[src/rtl/core/fwss_pkg.sv]
// ---------------------------------------------------------------------------
// fwss_pkg
// Shared constants, types and state encoding of the support sampler.
// ---------------------------------------------------------------------------
`timescale 1ns / 1ps

package fwss_pkg;

  localparam int VECTOR_LENGTH_DEF = 17669;
  localparam int MAX_WEIGHT_DEF    = 128;

  localparam int RAND_W   = 24;
  localparam int TARGET_W = 8;
  localparam int POS_W    = 15;
  localparam int WIDX_W   = 9;
  localparam int BIT_W    = 6;
  localparam int ENTRY_W  = 7;

  localparam logic [TARGET_W-1:0] TARGET_RESET = 8'd66;

  typedef struct packed {
    logic               last;
    logic [ENTRY_W-1:0] entry_number;
    logic [BIT_W-1:0]   bit_in_word;
    logic [WIDX_W-1:0]  word_index;
    logic [POS_W-1:0]   position;
  } out_item_t;

  typedef enum logic [1:0] {
    ST_IDLE,
    ST_REDUCE,
    ST_SCAN,
    ST_EMIT
  } fwss_state_t;

endpackage

[src/rtl/core/fwss_reduce.sv]
// ---------------------------------------------------------------------------
// fwss_reduce
// Three-stage Barrett reduction of a 24-bit word modulo VECTOR_LENGTH.
// ---------------------------------------------------------------------------
`timescale 1ns / 1ps

module fwss_reduce import fwss_pkg::*; #(
  parameter int VECTOR_LENGTH = VECTOR_LENGTH_DEF
) (
  input  logic                                clk,
  input  logic                                rst_n,
  input  logic                                start,
  input  logic [RAND_W-1:0]                   word,
  output logic                                done,
  output logic [$clog2(VECTOR_LENGTH)-1:0]    pos
);

  localparam longint unsigned MU = (64'd1 << 32) / VECTOR_LENGTH;
  localparam int MUW   = $clog2(MU + 1);
  localparam int PRODW = RAND_W + MUW;
  localparam int QW    = PRODW - 32;
  localparam int NW    = $clog2(VECTOR_LENGTH + 1);
  localparam int QNW   = QW + NW;
  localparam int PW    = $clog2(VECTOR_LENGTH);

  logic              va_r, vb_r, vc_r;
  logic [PRODW-1:0]  prod_r, prod_nxt;
  logic [RAND_W-1:0] xa_r, xb_r;
  logic [QNW-1:0]    qn_r, qn_nxt;
  logic [RAND_W-1:0] rem;
  logic [PW-1:0]     pos_r, pos_nxt;

  always_comb begin
    prod_nxt = PRODW'(word) * PRODW'(MU);
    qn_nxt   = QNW'(prod_r[PRODW-1:32]) * QNW'(VECTOR_LENGTH);
    // remainder lies below twice the modulus: one correction step
    rem      = xb_r - RAND_W'(qn_r);
    if (rem >= RAND_W'(VECTOR_LENGTH)) begin
      pos_nxt = PW'(rem - RAND_W'(VECTOR_LENGTH));
    end else begin
      pos_nxt = PW'(rem);
    end
  end

  always_ff @(posedge clk) begin
    if (!rst_n) begin
      va_r <= 1'b0;
      vb_r <= 1'b0;
      vc_r <= 1'b0;
    end else begin
      va_r <= start;
      vb_r <= va_r;
      vc_r <= vb_r;
    end
    if (start) begin
      prod_r <= prod_nxt;
      xa_r   <= word;
    end
    if (va_r) begin
      qn_r <= qn_nxt;
      xb_r <= xa_r;
    end
    if (vb_r) begin
      pos_r <= pos_nxt;
    end
  end

  assign done = vc_r;
  assign pos  = pos_r;

endmodule

[src/rtl/core/fwss_mem.sv]
// ---------------------------------------------------------------------------
// fwss_mem
// Position store: one write port, one read port, registered read data.
// ---------------------------------------------------------------------------
`timescale 1ns / 1ps

module fwss_mem #(
  parameter int DEPTH = 128,
  parameter int AW    = 7,
  parameter int DW    = 15
) (
  input  logic          clk,
  input  logic          wr_en,
  input  logic [AW-1:0] wr_addr,
  input  logic [DW-1:0] wr_data,
  input  logic          rd_en,
  input  logic [AW-1:0] rd_addr,
  output logic [DW-1:0] rd_data
);

  logic [DW-1:0] mem_r [DEPTH];
  logic [DW-1:0] rd_data_r;

  always_ff @(posedge clk) begin
    if (wr_en) begin
      mem_r[wr_addr] <= wr_data;
    end
    if (rd_en) begin
      rd_data_r <= mem_r[rd_addr];
    end
  end

  assign rd_data = rd_data_r;

endmodule

[src/rtl/core/fwss_ctrl.sv]
// ---------------------------------------------------------------------------
// fwss_ctrl
// Sequencer: rejection test, duplicate scan over the store, set counting.
// ---------------------------------------------------------------------------
`timescale 1ns / 1ps

module fwss_ctrl import fwss_pkg::*; #(
  parameter int VECTOR_LENGTH = VECTOR_LENGTH_DEF,
  parameter int MAX_WEIGHT    = MAX_WEIGHT_DEF
) (
  input  logic                                clk,
  input  logic                                rst_n,
  input  logic                                in_valid,
  input  logic [RAND_W-1:0]                   in_word,
  output logic                                in_ready,
  input  logic [TARGET_W-1:0]                 target,
  output logic                                red_start,
  input  logic                                red_done,
  input  logic [$clog2(VECTOR_LENGTH)-1:0]    red_pos,
  output logic                                mem_wr_en,
  output logic [((MAX_WEIGHT > 1) ? $clog2(MAX_WEIGHT) : 1)-1:0] mem_wr_addr,
  output logic [$clog2(VECTOR_LENGTH)-1:0]    mem_wr_data,
  output logic                                mem_rd_en,
  output logic [((MAX_WEIGHT > 1) ? $clog2(MAX_WEIGHT) : 1)-1:0] mem_rd_addr,
  input  logic [$clog2(VECTOR_LENGTH)-1:0]    mem_rd_data,
  input  logic                                out_free,
  output logic                                emit,
  output out_item_t                           emit_item
);

  localparam int PW  = $clog2(VECTOR_LENGTH);
  localparam int AW  = (MAX_WEIGHT > 1) ? $clog2(MAX_WEIGHT) : 1;
  localparam int CAP = (MAX_WEIGHT < 255) ? MAX_WEIGHT : 255;
  localparam int CW  = $clog2(CAP + 1);
  localparam longint unsigned THRESH =
    ((64'd1 << RAND_W) / VECTOR_LENGTH) * VECTOR_LENGTH;

  fwss_state_t state_r, state_nxt;
  logic [CW-1:0] count_r, count_nxt;
  logic [CW-1:0] idx_r, idx_inc;
  logic [PW-1:0] pos_r;
  logic          below_thr, hit, scan_end, last;
  logic [TARGET_W-1:0] tgt;
  logic [15:0]   pos16;

  always_comb begin
    below_thr = ({1'b0, in_word} < (RAND_W + 1)'(THRESH));
    idx_inc   = idx_r + CW'(1);
    hit       = (mem_rd_data == pos_r);
    scan_end  = (idx_inc == count_r);
    // zero counts as one, anything past the store depth or 255 is clipped
    if (target == '0) begin
      tgt = TARGET_W'(1);
    end else if (target > TARGET_W'(CAP)) begin
      tgt = TARGET_W'(CAP);
    end else begin
      tgt = target;
    end
    last      = (({1'b0, TARGET_W'(count_r)} + 9'd1) >= {1'b0, tgt});
    count_nxt = last ? '0 : CW'(count_r + CW'(1));
    pos16     = 16'(pos_r);
  end

  // next state
  always_comb begin
    state_nxt = state_r;
    case (state_r)
      ST_IDLE: begin
        if (in_valid && below_thr) state_nxt = ST_REDUCE;
      end
      ST_REDUCE: begin
        if (red_done) state_nxt = (count_r == '0) ? ST_EMIT : ST_SCAN;
      end
      ST_SCAN: begin
        if (hit) begin
          state_nxt = ST_IDLE;
        end else if (scan_end) begin
          state_nxt = ST_EMIT;
        end
      end
      ST_EMIT: begin
        if (out_free) state_nxt = ST_IDLE;
      end
      default: state_nxt = ST_IDLE;
    endcase
  end

  // outputs
  always_comb begin
    in_ready    = 1'b0;
    red_start   = 1'b0;
    mem_rd_en   = 1'b0;
    mem_rd_addr = '0;
    mem_wr_en   = 1'b0;
    emit        = 1'b0;
    case (state_r)
      ST_IDLE: begin
        in_ready  = 1'b1;
        red_start = in_valid && below_thr;
      end
      ST_REDUCE: begin
        mem_rd_en = red_done && (count_r != '0);
      end
      ST_SCAN: begin
        if (!hit && !scan_end) begin
          mem_rd_en   = 1'b1;
          mem_rd_addr = AW'(idx_inc);
        end
      end
      ST_EMIT: begin
        mem_wr_en = out_free;
        emit      = out_free;
      end
      default: begin
        in_ready = 1'b0;
      end
    endcase
  end

  assign mem_wr_addr = AW'(count_r);
  assign mem_wr_data = pos_r;

  assign emit_item.position     = pos16[POS_W-1:0];
  assign emit_item.word_index   = pos16[BIT_W +: WIDX_W];
  assign emit_item.bit_in_word  = pos16[BIT_W-1:0];
  assign emit_item.entry_number = ENTRY_W'(count_r);
  assign emit_item.last         = last;

  always_ff @(posedge clk) begin
    if (!rst_n) begin
      state_r <= ST_IDLE;
      count_r <= '0;
    end else begin
      state_r <= state_nxt;
      if (emit) count_r <= count_nxt;
    end
    if (state_r == ST_REDUCE && red_done) begin
      pos_r <= red_pos;
      idx_r <= '0;
    end else if (state_r == ST_SCAN) begin
      idx_r <= idx_inc;
    end
  end

endmodule

[src/rtl/core/fixed_weight_support_sampler.sv]
// ---------------------------------------------------------------------------
// fixed_weight_support_sampler
// Rejection sampler producing distinct positions for fixed-weight supports.
// ---------------------------------------------------------------------------
// Usage notes:
//   in_*  : one 24-bit random word per request (byte0 in bits 7:0).
//   out_* : one position per kept, non-duplicate request, tlast marks the set's end.
//   cfg_* : target weight write, always ready, to be done while idle.
// A word at or above the rejection threshold is taken while idle and
// produces nothing. A kept word passes the three-stage Barrett reducer, then
// the stored positions of the current set are read one per cycle from the
// store. A new position goes to the output register once the scan ends
// without a match, or straight from the reducer for a set's first entry;
// no new request is taken until the sampler is back in idle. A duplicate
// returns to idle as soon as it matches a stored entry, with no output.
// Reset clears the set count and loads a target weight of 66; the store
// needs no clearing. If the receiver stalls, the result waits in the output
// register while the next request is taken and worked on; it only waits to
// be emitted once the register is still full.
// ---------------------------------------------------------------------------
`timescale 1ns / 1ps

module fixed_weight_support_sampler import fwss_pkg::*; #(
  parameter int VECTOR_LENGTH = VECTOR_LENGTH_DEF,
  parameter int MAX_WEIGHT    = MAX_WEIGHT_DEF
) (
  input  logic                clk,
  input  logic                rst_n,
  input  logic                in_tvalid,
  output logic                in_tready,
  input  logic [RAND_W-1:0]   in_tdata,   // [23:0] random_word
  output logic                out_tvalid,
  input  logic                out_tready,
  output logic [39:0]         out_tdata,  // [14:0] position, [23:15] word_index,
                                          // [29:24] bit_in_word, [36:30] entry_number
  output logic                out_tlast,
  input  logic                cfg_valid,
  output logic                cfg_ready,
  input  logic [TARGET_W-1:0] cfg_data    // target_weight
);

  localparam int PW = $clog2(VECTOR_LENGTH);
  localparam int AW = (MAX_WEIGHT > 1) ? $clog2(MAX_WEIGHT) : 1;

  logic [TARGET_W-1:0] target_r;
  logic                red_start, red_done;
  logic [PW-1:0]       red_pos;
  logic                mem_wr_en, mem_rd_en;
  logic [AW-1:0]       mem_wr_addr, mem_rd_addr;
  logic [PW-1:0]       mem_wr_data, mem_rd_data;
  logic                out_free, emit;
  out_item_t           emit_item;
  logic                out_valid_r;
  out_item_t           out_item_r;

  fwss_reduce #(
    .VECTOR_LENGTH(VECTOR_LENGTH)
  ) u_reduce (
    .clk  (clk),
    .rst_n(rst_n),
    .start(red_start),
    .word (in_tdata),
    .done (red_done),
    .pos  (red_pos)
  );

  fwss_mem #(
    .DEPTH(MAX_WEIGHT),
    .AW   (AW),
    .DW   (PW)
  ) u_mem (
    .clk    (clk),
    .wr_en  (mem_wr_en),
    .wr_addr(mem_wr_addr),
    .wr_data(mem_wr_data),
    .rd_en  (mem_rd_en),
    .rd_addr(mem_rd_addr),
    .rd_data(mem_rd_data)
  );

  fwss_ctrl #(
    .VECTOR_LENGTH(VECTOR_LENGTH),
    .MAX_WEIGHT   (MAX_WEIGHT)
  ) u_ctrl (
    .clk        (clk),
    .rst_n      (rst_n),
    .in_valid   (in_tvalid),
    .in_word    (in_tdata),
    .in_ready   (in_tready),
    .target     (target_r),
    .red_start  (red_start),
    .red_done   (red_done),
    .red_pos    (red_pos),
    .mem_wr_en  (mem_wr_en),
    .mem_wr_addr(mem_wr_addr),
    .mem_wr_data(mem_wr_data),
    .mem_rd_en  (mem_rd_en),
    .mem_rd_addr(mem_rd_addr),
    .mem_rd_data(mem_rd_data),
    .out_free   (out_free),
    .emit       (emit),
    .emit_item  (emit_item)
  );

  assign cfg_ready = 1'b1;
  assign out_free  = !out_valid_r || out_tready;

  always_ff @(posedge clk) begin
    if (!rst_n) begin
      target_r    <= TARGET_RESET;
      out_valid_r <= 1'b0;
    end else begin
      if (cfg_valid) target_r <= cfg_data;
      if (emit) begin
        out_valid_r <= 1'b1;
      end else if (out_tready) begin
        out_valid_r <= 1'b0;
      end
    end
    if (emit) out_item_r <= emit_item;
  end

  assign out_tvalid = out_valid_r;
  assign out_tlast  = out_item_r.last;
  assign out_tdata  = {3'b000, out_item_r.entry_number, out_item_r.bit_in_word,
                       out_item_r.word_index, out_item_r.position};

endmodule

[config.mk]
export PLATFORM = sky130hd
export DESIGN_NAME = fixed_weight_support_sampler
export DESIGN_NICKNAME = d
export VERILOG_FILES = /design/src/rtl/core/fwss_pkg.sv /design/src/rtl/core/fwss_reduce.sv /design/src/rtl/core/fwss_mem.sv /design/src/rtl/core/fwss_ctrl.sv /design/src/rtl/core/fixed_weight_support_sampler.sv
export SDC_FILE = /design/constraint.sdc
export NUM_CORES = 2
export LEC_CHECK = 0
export BUFFER_PORTS_ARGS = -buffer_cell sky130_fd_sc_hd__buf_4
export CAP_MARGIN = 20
export CORE_UTILIZATION = 50
export DETAILED_ROUTE_END_ITERATION = 10
export GPL_ROUTABILITY_DRIVEN = 1
export PLACE_DENSITY = 0.65
export REMOVE_ABC_BUFFERS = 1
export SETUP_SLACK_MARGIN = 0.05
export SYNTH_ARGS = -nofsm -noshare
export SYNTH_HDL_FRONTEND = slang
export SYNTH_SLANG_ARGS = --single-unit
[constraint.sdc]
create_clock -name clk -period 17.47 [get_ports clk]
set_clock_uncertainty 0.15 [all_clocks]
set_input_delay 2.6205 -clock clk [delete_from_list [all_inputs] [get_ports clk]]
set_output_delay 2.6205 -clock clk [all_outputs]
set_load 0.01 [all_outputs]
# --- Word-level counts from Yosys, hierarchy flattened ---
# Memory sizes are Yosys's and may differ from the RTL's. A register that Yosys moved wholly into a read port is not among the register bits.
# Cells that the tools add are included.
word_totals:
  output_inout_bits: 44
  reg_bits: 212
  ram_bits: 1920
  elab_cells: 76
  memories: 1
op_classes:
  add_sub_neg: 5
  magnitude_cmp: 4
  eq_ne: 9
  muxes: 22
  n_mul: 2
  reduce_logical: 14
memory_table:
  columns: ["memory", "words", "word_bits", "read_ports", "rd_clocked_by_memory_dff", "wr", "line_no", "rtl"]
  rows:
  - ["u_mem.mem_r", 128, 15, 1, 1, 1, "fwss_mem.sv:21", "logic [DW-1:0] mem_r [DEPTH];"]
ops:
  columns: ["cell", "count"]
  rows:
  - ["$mul 24x18->42 const B", 1]
  - ["$ge 24x15->1 const B", 1]
  - ["$lt 24x24->1 const B", 1]
  - ["$mul 10x15->24 const B", 1]
  - ["$mux 8", 3]
  - ["$sub 24x24->24", 1]
  - ["$add 8x1->8 const B", 2]
  - ["$logic_not 8->1", 2]
  - ["$eq 15x15->1", 1]
  - ["$mux 15", 1]
  - ["$sub 15x15->15 const B", 1]
  - ["$mux 7", 2]
  - ["$mux 2", 5]
  - ["$add 8x1->9 const B", 1]
  - ["$ge 9x8->1", 1]
  - ["$mux 1", 9]
  - ["$eq 8x8->1", 1]
  - ["$gt 8x8->1 const B", 1]
  - ["$pmux 2 s4", 1]
  - ["$reduce_bool 8->1", 1]
  - ["$eq 2x2->1 const B", 2]
  - ["$logic_and 1x1->1", 4]
  - ["$ne 2x1->1 const B", 2]
  - ["$reduce_and 4->1", 1]
  - ["other kinds (8)", 10]

# --- Logic depth before layout (Yosys ltp) ---
depth:
  word_depth: 6
  ltp_mapped: 24
  mapped_depth_nobuf: 24

# --- Modules after synthesis ---
# Synthesis repeated with hierarchy kept, for this count alone.
hier_totals:
  hier_cells: 4572
  area_unflattened_um2: 91774.3
modules_own_cells:
  columns: ["module", "cells_each", "area_per_inst_um2", "n_inst"]
  rows:
  - ["fwss_mem", 2904, 73779.5, 1]
  - ["fwss_reduce", 1308, 13924.6, 1]
  - ["fwss_ctrl", 287, 2557.5, 1]
  - ["fixed_weight_support_sampler", 73, 1512.7, 1]

# --- Least setup slack after synthesis ---
# OpenSTA, ideal clock, no wires.
synth_path:
  path_type: "in2reg"
  from: "input port in_tdata[1]"
  to: "register u_reduce.prod_r[41], data pin"
  setup_time_ns: 0.262
  setup_slack_ns: 8.964
  stages: 21
  t_arrival_ns: 8.094
  n_path_buf: 0
  t_required_ns: 17.058
  cell_sequence: "fa_1 inv_1 fa_1 fa_1 fa_1 inv_1 fa_1 inv_1 fa_1 inv_1 ha_1 o21ai_0 a211o_1 o41a_1 o311a_1 nor3_1 and3_1 o21ai_0 a21oi_1 a21oi_1 xor2_1"
synth_via:
  elab_chain_cells: 1
synth_rtl:
  columns: ["element", "line_no", "rtl"]
  rows:
  - ["start, declared", "fixed_weight_support_sampler.sv:31", "input logic [RAND_W-1:0] in_tdata,"]
  - ["$mul 24x18->42", "fwss_reduce.sv:34", "prod_nxt = PRODW'(word) * PRODW'(MU);"]
  - ["via u_reduce.prod_nxt[41]", "fwss_reduce.sv:27", "logic [PRODW-1:0] prod_r, prod_nxt;"]
  - ["end signal, assigned", "fwss_reduce.sv:56", "prod_r <= prod_nxt;"]
  - ["end, declared", "fwss_reduce.sv:27", null]
# The timed path passes the listed nets, and every way through them passes these cells.
# A chain may end at the register's enable or synchronous reset.

# --- Worst setup path in the final report ---
layout_path:
  from: "input port in_tdata[10]"
  to: "register u_reduce.prod_r[41], data pin"
# The elaborated chain is that of the path after synthesis.

==> flow_summary_export.csv <==
group,metric,value,unit
grt,grt_pass1_vias,54750,
timing,worst_pin_slew,1.276,ns
final_layout,area_delta_synth_final,11.69,%
clock_network,holdBufCountCts,0,
clock_network,cts_tree,"built",
synth,synth_simple_gate_area_share,0.05979,
synth,synth_compound_area_frac,0.08343,
setup_path,crit_start,"in_tdata[10]",
detailed_routing,wl,260.0,mm
synth,synthDistinctLibCells,90,
synth,yosys_register_bits,2100,
synth,synth_fa_ha_area_frac,0.07579,
final_layout,fillers,14440,
final_layout,fin_nets,6929,
setup_path,worstPathRequired,17.90,ns
synth,synthArstFlopShare,0,
grt,grt_max_degree,130,
grt,grtUsageMet1,0.3870,
grt,grt_use_met2,0.4321,
clock_network,cts_buffer_depth,3,
grt,grt_pass1_wl,377.3,mm
die,dieWidth,432.6,um
detailed_routing,dr.pass1.iters,5,
grt,grt_usage,0.2779,
synth,synth_edf_count,2070,
die,start_util,0.5048,
hold_path,min_path_type,"reg2reg",
power,powerDensity,156.4,nW/um2
die,row_count,157,
clock_network,clock_latency,0.87,ns
grt,gr-max-usage-layer,"met2",
synth,synthTopCellsByArea,"edfxtp_1, ha_1, fa_1",
synth,postSynthCellCount,6277,
timing,min_period,8.276,ns
power,p_int,10.37,mW
power,switchingPower,5.823,mW
grt,overflow,0,
die,boundaryPins,81,
clock_network,clkSinkCount,2100,
synth,muxShareOfSynthArea,0.06255,
setup_path,worstSetupPathType,"in2reg",
placed_design,dp_cells,8683,
setup_path,end_kind,"flip-flop",
detailed_routing,vias_per_cell,6.195,
power,swShare,0.3595,
detailed_routing,ant_nets,0,
timing,final_hold_viol_count,0,
synth,synth-seq-area-share,0.6769,
synth,synth_top_area_frac,0.6705,
power,p_leak,35.43,nW
detailed_routing,vias,56130,
final_layout,drive_gt1_frac,0.1266,
synth,yosys-top-cells-count,"edfxtp_1, nand2_1, inv_1",
die,die_y,432.6,um
setup_path,timing.rr.start,"u_ctrl.idx_r[0]",
setup_path,crit_fanout,6,
power,p_seq_frac,0.358,
timing,setup_viol,0,
power,ir_drop,0.0002062,V
detailed_routing,post_drt_wl_per_cell,28.70,um
clock_network,post_cts_buffers,0,
run,cap_violations,0,
status,status,"finished clean",
setup_path,r2r_setup_slack,10.96,ns
setup_path,arrival,8.71,ns
timing,slew_headroom,0.1496,
grt,use_met3,0.04881,
die,die_area,187100,um2
die,core,183700,um2
synth,syn_area,92710,um2
setup_path,critPathLaunchType,"input port",
detailed_routing,drc,0,
timing,fin_crit_sh,0.4737,
synth,synth.largest_area_cell,"edfxtp_1",
grt,grt_antenna_before_repair,3,
synth,synthXorXnorAreaFrac,0.01018,
timing,finalSetupTns,0,ns
final_layout,layout.cells.non_filler,9061,
timing,fmax,0.1208,GHz
clock_network,cts_root_buffer,"clkbuf_16",
synth,synth_warnings,0,
power,power.share.combinational,0.373,
power,p_clk_frac,0.269,
clock_network,h-tree-depth,4,
placed_design,gp_congestion,0.8980,
clock_network,numCtsBuffers,206,
clock_network,post_cts_resized,0,
setup_path,r2r_cells,14,
placed_design,dp_hpwl,160.1,mm
timing,rsz0062_at_grt,"no",
setup_path,crit_end,"u_reduce.prod_r[41]",
synth,synth_top_flop_cell,"edfxtp_1",
synth,syn_avg_cell_area,14.77,um2
detailed_routing,drtIter0Drc,7009,
clock_network,clk_pin_slew,0.06,ns
synth,synthMostInstantiatedCell,"edfxtp_1",
timing,drv_slew,0,
placed_design,numPortBuffers,76,
synth,synth_top_family_by_area,"compound AO/OA/AOI/OAI gates",
setup_path,reg2reg_to,"u_mem.rd_data[2]",
## cells by family after synthesis
group	count (synthesis)
buf+inv	705
other cells	2
compound gates	1174
xor+xnor	104
flops	2100
fa+ha+maj	459
simple gates	1294
mux	439
## placed cells by master, fill, tap and decap left out, types with 209 or more instances in the layout
cell type,n
clkbuf_16,209
edfxtp_1,2070
o21ai_0,250
nor2_1,282
buf_4,285
a21oi_1,302
mux2i_1,279
ha_1,287
inv_1,347
nand2_1,610
## registers in the layout, summed over array words and instances, names as in the netlist
register	cells
out_tdata	22
out_tlast	1
out_tvalid	1
target_r	8
u_ctrl.count_r	8
u_ctrl.idx_r	8
u_ctrl.mem_wr_data	15
u_ctrl.state_r	2
u_mem.mem_r	1920
u_mem.rd_data	15
u_reduce.done	1
u_reduce.pos	15
u_reduce.prod_r	10
u_reduce.qn_r	24
u_reduce.va_r	1
u_reduce.vb_r	1
u_reduce.xa_r	24
u_reduce.xb_r	24
## area by class of cell
type / instances / area, um2 / share of cell area
multi-input cells: 3474 / 27380 / 0.2644
diodes: 3 / 7.507 / 0.00007250
flip-flops and latches: 2100 / 62770 / 0.6062
inverters: 351 / 1318 / 0.01272
clock inverters: 102 / 1091 / 0.01054
clock buffers: 267 / 5488 / 0.05300
repair buffers: 300 / 2414 / 0.02331
well taps: 2464 / 3083 / 0.02977
## power by group through the flow
stage,sequential [mW],combinational [mW],clock (mW)
after floorplan,6.04,4.79,0
after global placement,5.90,5.93,0
after detailed placement,5.90,5.97,0
after CTS,5.80,6.03,4.40
after global routing,5.81,6.60,4.58
final,5.80,6.04,4.36
## through the flow
step / total power, mW / area (um2) / utilization / hold WS, ns / worst slack, ns
final: 16.20 / 103500 / 0.5638 / 0.2630 / 9.194
after global routing: 16.99 / 103500 / 0.5637 / 0.2733 / 8.813
after CTS: 16.22 / 103500 / 0.5634 / 0.2557 / 9.231
after detailed placement: 11.88 / 96890 / 0.5275 / 0.2545 / 8.366
after global placement: 11.84 / 96870 / 0.5274 / 0.2522 / 8.317
after floorplan: 10.84 / 91140 / - / 0.2503 / -17.58
## worst min-delay path by stage
| stage | start | end | slack (ns) | cells after the start |
|---|---|---|---|---|
| after global placement | u_reduce.pos[9] | u_ctrl.mem_wr_data[9] | 0.25 | 0 |
| final | u_reduce.pos[13] | u_ctrl.mem_wr_data[13] | 0.26 | 0 |
| after CTS | u_reduce.pos[13] | u_ctrl.mem_wr_data[13] | 0.26 | 0 |
| after floorplan | u_reduce.pos[0] | u_ctrl.mem_wr_data[0] | 0.25 | 0 |
| after detailed placement | u_reduce.xa_r[5] | u_reduce.xb_r[5] | 0.25 | 0 |
| after global routing | u_reduce.xa_r[5] | u_reduce.xb_r[5] | 0.27 | 0 |
## layer usage
layer  vias to the layer above  routed length, um
li1                      24150                  -
met1                     28660             103700
met2                      2834             120300
met3                       483              24590
met4                         0              11450
met5                         -                  0
## worst max-delay path, stage by stage
cell       delay (ns)
buf_4            0.14
inv_1            0.12
fa_1             0.54
fa_1             0.55
fa_1             0.45
fa_1             0.51
inv_1            0.05
fa_1             0.47
inv_1            0.05
fa_1             0.48
inv_1            0.04
ha_1             0.29
a21oi_1          0.06
o21ai_0          0.50
a2111oi_0        0.16
o41a_1           0.18
o311a_1          0.38
nor3_1           0.29
and3_1           0.22
o21ai_0          0.12
a21oi_1          0.22
a21oi_1          0.12
xor2_1           0.14
Note: power is estimated with default switching activity, not from simulation.
